$ cat config.mk
export PLATFORM = sky130hd
export DESIGN_NAME = gmld_front
export DESIGN_NICKNAME = d
export VERILOG_FILES = /design/src/hw/rtl/assert_macros.svh /design/src/hw/rtl/gmld_pkg.sv /design/src/hw/rtl/gmld_front.sv
export SDC_FILE = /design/constraint.sdc
export NUM_CORES = 1
export LEC_CHECK = 0
export ABC_AREA = 1
export ABC_CLOCK_PERIOD_IN_PS = 7800
export BUFFER_PORTS_ARGS = -buffer_cell sky130_fd_sc_hd__buf_2
export CAP_MARGIN = 20
export CORE_MARGIN = 2
export CORE_UTILIZATION = 35
export CTS_CLUSTER_SIZE = 16
export DETAILED_ROUTE_END_ITERATION = 8
export PLACE_DENSITY_LB_ADDON = 0.3
export SLEW_MARGIN = 15
export SYNTH_ARGS = -nofsm -noshare
export SYNTH_HDL_FRONTEND = slang
export SYNTH_SLANG_ARGS = --single-unit
export TNS_END_PERCENT = 100
$ cat constraint.sdc
create_clock -name clk -period 7.8 [get_ports clk]
set_input_delay 0 -clock clk [delete_from_list [all_inputs] [get_ports clk]]
set_output_delay 0 -clock clk [all_outputs]
set_load 0.03 [all_outputs]
$ cat src/hw/rtl/assert_macros.svh
// assertion helpers for the block
`ifndef ASSERT_MACROS_SVH
`define ASSERT_MACROS_SVH

`ifndef NO_ASSERTIONS
`define CHECK_PROP(label, prop) \
  label: assert property (@(posedge clk) disable iff (rst) prop) \
    else $error("check failed");
`define CHECK_NEVER(label, cond) \
  label: assert property (@(posedge clk) disable iff (rst) !(cond)) \
    else $error("forbidden condition");
`else
`define CHECK_PROP(label, prop)
`define CHECK_NEVER(label, cond)
`endif

`endif

$ cat src/hw/rtl/gmld_pkg.sv
package gmld_pkg;

  localparam int MAX_ROWS    = 32;
  localparam int MAX_COLS    = 32;
  localparam int VALUE_LIMIT = 1023;
  localparam int CELLS       = MAX_ROWS * MAX_COLS;
  localparam int SLOTS       = CELLS + 2;
  localparam int VALUE_DEPTH = VALUE_LIMIT + 1;

  localparam int CMD_W   = 3;
  localparam int VAL_W   = 10;
  localparam int LINE_W  = 6;
  localparam int CELL_AW = $clog2(CELLS);
  localparam int SLOT_W  = $clog2(SLOTS);
  localparam int CNT_W   = SLOT_W;
  localparam int CELL_W  = VAL_W + 1;

  localparam logic [CMD_W-1:0] CMD_LOAD    = 3'd0;
  localparam logic [CMD_W-1:0] CMD_FINISH  = 3'd1;
  localparam logic [CMD_W-1:0] CMD_DEL_ROW = 3'd2;
  localparam logic [CMD_W-1:0] CMD_DEL_COL = 3'd3;
  localparam logic [CMD_W-1:0] CMD_QUERY   = 3'd4;

  typedef enum logic [1:0] {
    OP_LOAD,
    OP_FINISH,
    OP_DELETE,
    OP_QUERY
  } op_t;

  typedef struct packed {
    op_t               op;
    logic [VAL_W-1:0]  value;
    logic [CNT_W-1:0]  first;
    logic [LINE_W-1:0] stride;
    logic [LINE_W-1:0] count;
  } job_t;

endpackage

$ cat src/hw/rtl/gmld_front.sv
module gmld_front (
  input  logic                        clk,
  input  logic                        rst,
  input  logic                        start,
  input  logic [gmld_pkg::CMD_W-1:0]  cmd,
  input  logic [gmld_pkg::VAL_W-1:0]  cell_value,
  input  logic [gmld_pkg::LINE_W-1:0] line_index,
  input  logic [gmld_pkg::LINE_W-1:0] rows_in_use,
  input  logic [gmld_pkg::LINE_W-1:0] cols_in_use,
  input  logic                        clearing,
  input  logic                        pop,
  output logic                        busy,
  output logic                        head_valid,
  output gmld_pkg::job_t              head
);
  import gmld_pkg::*;

  logic [LINE_W-1:0]   rows_eff, cols_eff, line_m1;
  logic [2*LINE_W-1:0] area, row_first;
  logic [CNT_W-1:0]    loaded, loaded_next;
  logic                finished, finished_next;
  logic                accept, push;
  job_t                job, q0, q1;
  logic [1:0]          qcnt;

  assign rows_eff  = (rows_in_use > LINE_W'(MAX_ROWS)) ? LINE_W'(MAX_ROWS) : rows_in_use;
  assign cols_eff  = (cols_in_use > LINE_W'(MAX_COLS)) ? LINE_W'(MAX_COLS) : cols_in_use;
  assign area      = rows_eff * cols_eff;
  assign line_m1   = line_index - LINE_W'(1);
  assign row_first = line_m1 * cols_eff;
  assign busy      = clearing || (qcnt == 2'd2);
  assign accept    = start && !busy;
  assign head_valid = (qcnt != 2'd0);
  assign head      = q0;

  always_comb begin
    push          = 1'b0;
    loaded_next   = loaded;
    finished_next = finished;
    job.op        = OP_QUERY;
    job.value     = cell_value;
    job.first     = row_first[CNT_W-1:0];
    job.stride    = LINE_W'(1);
    job.count     = cols_eff;
    if (accept) begin
      case (cmd)
        CMD_LOAD: begin
          if (!finished && {1'b0, loaded} < area) begin
            push        = 1'b1;
            job.op      = OP_LOAD;
            loaded_next = loaded + CNT_W'(1);
          end
        end
        CMD_FINISH: begin
          if (!finished) begin
            push          = 1'b1;
            job.op        = OP_FINISH;
            finished_next = 1'b1;
          end
        end
        CMD_DEL_ROW: begin
          if (finished && line_index != '0 && line_index <= rows_eff) begin
            push   = 1'b1;
            job.op = OP_DELETE;
          end
        end
        CMD_DEL_COL: begin
          if (finished && line_index != '0 && line_index <= cols_eff) begin
            push       = 1'b1;
            job.op     = OP_DELETE;
            job.first  = CNT_W'(line_m1);
            job.stride = cols_eff;
            job.count  = rows_eff;
          end
        end
        CMD_QUERY: begin
          if (finished) begin
            push   = 1'b1;
            job.op = OP_QUERY;
          end
        end
        default: push = 1'b0;
      endcase
    end
  end

  always_ff @(posedge clk) begin
    if (rst) begin
      loaded   <= '0;
      finished <= 1'b0;
      qcnt     <= 2'd0;
    end else begin
      loaded   <= loaded_next;
      finished <= finished_next;
      qcnt     <= qcnt + {1'b0, push} - {1'b0, pop};
    end
    if (pop) begin
      q0 <= q1;
    end
    if (push) begin
      if ((qcnt - {1'b0, pop}) == 2'd0) begin
        q0 <= job;
      end else begin
        q1 <= job;
      end
    end
  end

endmodule

# After elaboration in Yosys (flattened, before gate mapping)
# Cells that the tools add are included.
# op_classes
add_sub_neg	5
mul	2
order_cmp	5
eq_ne	5
n_mux	21
bitwise	1
n_reduce_logical	15
# op_table
op	count
$mux W35	3
$mux W23	3
$gt A6 B6 Y1 const B	2
$le A6 B6 Y1	2
$lt A11 B12 Y1	1
$mul A6 B6 Y12	1
$mux W6	2
$add A11 B1 Y11 const B	1
$mul A6 B6 Y11	1
$mux W1	8
$pmux W2 S4	1
$eq A3 B2 Y1 const B	2
$mux W2	3
$reduce_bool A6 Y1	1
$sub A6 B1 Y6 const B	1
$logic_and A1 B1 Y1	5
$pmux W1 S5	1
$reduce_and A2 Y1	2
$sub A2 B1 Y2	2
$eq A3 B1 Y1 const B	1
$eq A3 B3 Y1 const B	1
$logic_not A3 Y1	1
$reduce_and A3 Y1	1
$add A2 B1 Y2	1
other kinds (6)	7
# word_totals
regBits	84
input_bits	36
output_inout_bits	37
word_cells	67

# Logic depth before layout (Yosys ltp)
# logic_depth
word_depth	10
mapped_depth	33
ltp_nobuf	32

# Worst setup path before layout
# Ideal clock, no wire load.
# synth_timing
path_kind	input to register
startpoint	input cols_in_use[5] (netlist bit)
endpoint	register q1[0] (netlist bit), enable pin
setup_ns	0.427
t_arrival_ns	5.987
setup_slack_ns	1.386
path_stages	28
n_path_buf	3
path_cell_list	buf_4 -> inv_4 -> clkbuf_1 -> nand2_1 -> inv_1 -> nand2_1 -> fa_1 -> fa_1 -> fa_1 -> inv_1 -> ha_1 -> a21oi_1 -> nand2_1 -> a21oi_1 -> o21bai_1 -> nand2_1 -> nand2_1 -> a21oi_1 -> xor2_1 -> ha_1 -> nand3_1 -> nor2_1 -> nor2_2 -> nand3_2 -> nand2_4 -> nand2_8 -> buf_2 -> nor2_1
# synth_between
elab_chain_len	9
elab_cells_between_ends	12
# synth_rtl
item	line_no	text
start, declared	gmld_front.sv:9	input logic [gmld_pkg::LINE_W-1:0] cols_in_use,
$gt A6 B6 Y1	gmld_front.sv:27	assign cols_eff = (cols_in_use > LINE_W'(MAX_COLS)) ? LINE_W'(MAX_COLS) : cols_in_use;
$mux W6 (*)	gmld_front.sv:27	
$mul A6 B6 Y12	gmld_front.sv:28	assign area = rows_eff * cols_eff;
$lt A11 B12 Y1	gmld_front.sv:48	if (!finished && {1'b0, loaded} < area) begin
$logic_and A1 B1 Y1	gmld_front.sv:48	
$mux W1	gmld_front.sv:48	
$pmux W1 S5 (*)	gmld_front.sv:46	case (cmd)
$mux W1 (*)	gmld_front.sv:45	if (accept) begin
$reduce_and A2 Y1 (no line) (*)	--	
end signal, assigned	gmld_front.sv:104	q1 <= job;
end, declared	gmld_front.sv:23	job_t job, q0, q1;
# Every way passes the cells marked *; elsewhere a longest branch is shown, timed or not.
# A chain may end at the register's enable or synchronous reset.

# Worst setup path in the final report
# layout_timing
startpoint	input cols_in_use[5] (netlist bit)
endpoint	register q1[5] (netlist bit), enable pin
# The elaborated chain is that of the path after synthesis.

==> metrics.log <==
INFO  metric die_area = 21,200 um^2
INFO  metric ctsLongestPathBuffers = 2
INFO  metric remaining_routing_drc_violations = 0
INFO  metric drtAntennaViolNets = 0
INFO  metric final-setup-viol-count = 0
INFO  metric totalNegativeSetupSlack = 0 ns
INFO  metric critical_path.endpoint_type = flip-flop
INFO  metric antenna_cells_inserted = 0
INFO  metric chipWidth = 145 um
INFO  metric vdd_drop_max = 129 uV
INFO  metric cts-htree-levels = 3
INFO  metric post_synth_most_frequent_cells = nand2_1, inv_1, nor2_1
INFO  metric synth_top_flop_cell = dfxtp_1
INFO  metric timing.final.ws_setup = 1.60 ns
INFO  metric final_layout_size_suffix_gt1_share = 11.2%
INFO  metric core_area = 19,500 um^2
INFO  metric synth_seq_area_share = 29.0%
INFO  metric avgSynthCellArea = 7.30 um^2
INFO  metric timing.hold.ws = 0.0301 ns
INFO  metric netlist_area = 7000 um^2
INFO  metric setup_fix_bufs_post_cts = 0
INFO  metric number_of_antenna_violations_at_the_first_check_in_global_routing = 0
INFO  metric share_of_yosys_cell_area_claimed_by_the_top_area_cell_type = between 10% and 20%
INFO  metric grt_setup_unrepaired = no
INFO  metric synth_nets = 1,094
INFO  metric max_freq = around 160 MHz
INFO  metric grt_pass1_vias = 5,770
INFO  metric number_of_nets_in_the_finished_design = 1,160
INFO  metric design_power_total = 1390 uW
INFO  metric layout-area-overhead-vs-synth = 14.2%
INFO  metric vias_per_cell = 4.72
INFO  metric io_buffers = between 70 and 80
INFO  metric synth_top_cell_by_area = nand2_1
INFO  metric cap_violations = 0
INFO  metric final_cell_area = 8000 um^2
INFO  metric yosysMostFrequentCell = nand2_1
INFO  metric run_status = completed
INFO  metric synth_async_sr_flop_share = 0%
INFO  metric transition_time_at_the_pin_with_the_least_slew_margin = 1.02 ns
INFO  metric global_route_wire_length_before_repair = 28,200 um
INFO  metric yosys_register_bits = 84
INFO  metric starting_density_of_the_core = ~36%
INFO  metric critPathKind = in -> reg
INFO  metric timing.final.max_slew_violations = 0
INFO  metric root_buffer = clkbuf_16
INFO  metric cp.required = 7.76 ns
INFO  metric dpl_cell_area = 7530 um^2
INFO  metric per_cell_routed_wire_length = 13.0 um
INFO  metric pre_cts_slack = 1.24 ns
INFO  metric synth_cell_type_count = 46
INFO  metric critPathLaunchType = input port
INFO  metric min_path_type = in -> reg
INFO  metric power_leakage = 0.00419 uW
INFO  metric drt_first_pass_iters = 5
INFO  metric die_h = 145 um
INFO  metric layout_min_cycle_time = 6.20 ns
INFO  metric first_iter_violations = 380
INFO  metric i_o_pins = 73
INFO  metric vias = 6,116
INFO  metric timing.final.hold_violations = 0
INFO  metric core.rowCount = 51
INFO  metric final_clock_skew = about 0.01 ns
INFO  metric place.detailed.hpwl = 12,800 um
INFO  metric power_density = 174 nW/um^2
INFO  metric synth_enable_flop_cells = 35
INFO  metric cts-buffers-inserted = 9
INFO  metric post-route-period-util = 79.5%
INFO  metric tritoncts_num_sinks = between 80 and 90
INFO  metric final_estimated_routing_congestion_in_global_placement = 0.903
INFO  metric routed_wirelength = 16,800 um
INFO  metric worst_rel_slew_slack = 32.0%
INFO  metric post_synth_main_area_contributors = nand2_1, edfxtp_1, dfxtp_1, ha_1, fa_1
INFO  metric postSynthCellCount = between 900 and 1,000
INFO  metric critical_path_arrival = 6.16 ns
INFO  metric grt_max_degree = 46
INFO  metric post_cts.resized_instances = 0
INFO  metric cts.reportedPaths.clkPinSlew = 0.07 ns
INFO  metric synthesis.yosys.warnings = 0
INFO  metric cts_tree = built
INFO  metric clkLatencyLatePin = 0.34 ns
INFO  metric global_route.overflow_total = 0
INFO  metric path_max_fanout = 44
INFO  metric grtUsageTotal = between 10% and 20%
-- state kept, by name, summed over array words and instances (netlist names) --
name / cells
finished: 1
head: 35
loaded: 11
q1: 35
qcnt: 2
-- power by group --
group	internal [uW]	switching, uW	total, uW
clock	272	184	456
sequential	491	14.7	505
combinational	142	286	428
total	905	484	1390
-- repair_timing --
item                       in CTS  in global routing
hold endpoints to repair       30                  0
setup endpoints to repair       0                  0
hold buffers                   11                  0
-- critical path: stages --
cell and delay, ns:
buf_2 0.17, inv_4 0.18, nand2_1 0.30, inv_1 0.28, nand3_1 0.13, fa_1 0.52, fa_1 0.53, fa_1 0.55
inv_1 0.04, ha_1 0.33, a21oi_1 0.14, nand2_1 0.09, a21oi_1 0.14, o21bai_1 0.10, nand2_1 0.07, nand2_1 0.04
a21oi_1 0.15, xor2_1 0.19, ha_1 0.27, nand3_1 0.12, nor2_1 0.06, nor2_2 0.40, nand3_2 0.15, nand2_4 0.14
nand2_8 0.20, nor2_4 0.84
-- metal layers --
layer	up-vias	global-route usage, %	share of wire, %
li1	3145	-	-
met1	2793	23.0	50
met2	164	26.2	44
met3	14	1.94	5.0
met4	0	4.41	1.2
met5	-	0	0
-- worst paths after layout --
kind	startpoint	endpoint	slack [ns]	cells after the start
setup / recovery	cols_in_use[5]	q1[5]$_DFFE_PP_	1.60	26
setup reg to reg	loaded[7]$_SDFFE_PP0P_	q1[5]$_DFFE_PP_	4.57	10
hold reg to reg	loaded[9]$_SDFFE_PP0P_	loaded[9]$_SDFFE_PP0P_	0.49	2
hold / removal	cmd[0]	q1[34]$_DFFE_PP_	0.03	3
-- cell type report --
cell class              instances  area, um^2
fillers                      2048       11500
multi-input cells             707        4280
flip-flops and latches         84        2030
inverters                     138         526
repair buffers                 85         505
well taps                     265         332
clock buffers                  10         250
clock inverters                 6        73.8
-- cell usage in the layout (no fill, tap or decap), types with 2 or more instances in the layout --
cell           netlist  final
a211oi_1             2      2
a21oi_1             27     27
a21oi_2              2      2
buf_2                5     72
clkbuf_16            0     10
clkinvlp_4           0      2
dfxtp_1             49     49
dlygate4sd3_1        0     11
edfxtp_1            35     35
fa_1                33     33
ha_1                66     66
inv_1              131    131
inv_2                4      4
inv_6                1      3
mux2i_1              8      8
nand2_1            357    357
nand2_2              2      2
nand2_4              2      2
nand3_1             24     24
nand3_2              3      3
nand4_1             12     12
nor2_1              67     66
nor2_2               2      2
nor2_4               1      2
nor3_1               8      8
nor4_1               8      8
o21ai_0             36     36
o21ai_1              9      9
o21bai_1             2      2
or2_2                2      2
xnor2_1              7      7
xor2_1              16     16
-- cells by family after synthesis --
kind of cell / share of synthesized area (%)
AO/OA/AOI/OAI: 6.59
XOR/XNOR: 2.88
adder cells (fa/ha/maj): 21.2
buffers and inverters: 10.0
flip-flops: 29.0
multiplexers: 1.14
AND/OR/NAND/NOR: 29.1
-- per-stage QoR --
stage          util (%)  cells
2_1_floorplan         -    959
3_3_place_gp       38.6   1267
3_5_place_dp       38.6   1267
4_1_cts            40.8   1294
5_1_grt            40.9   1295
6_report           40.9   1295
Note: power is estimated with default switching activity, not from simulation.
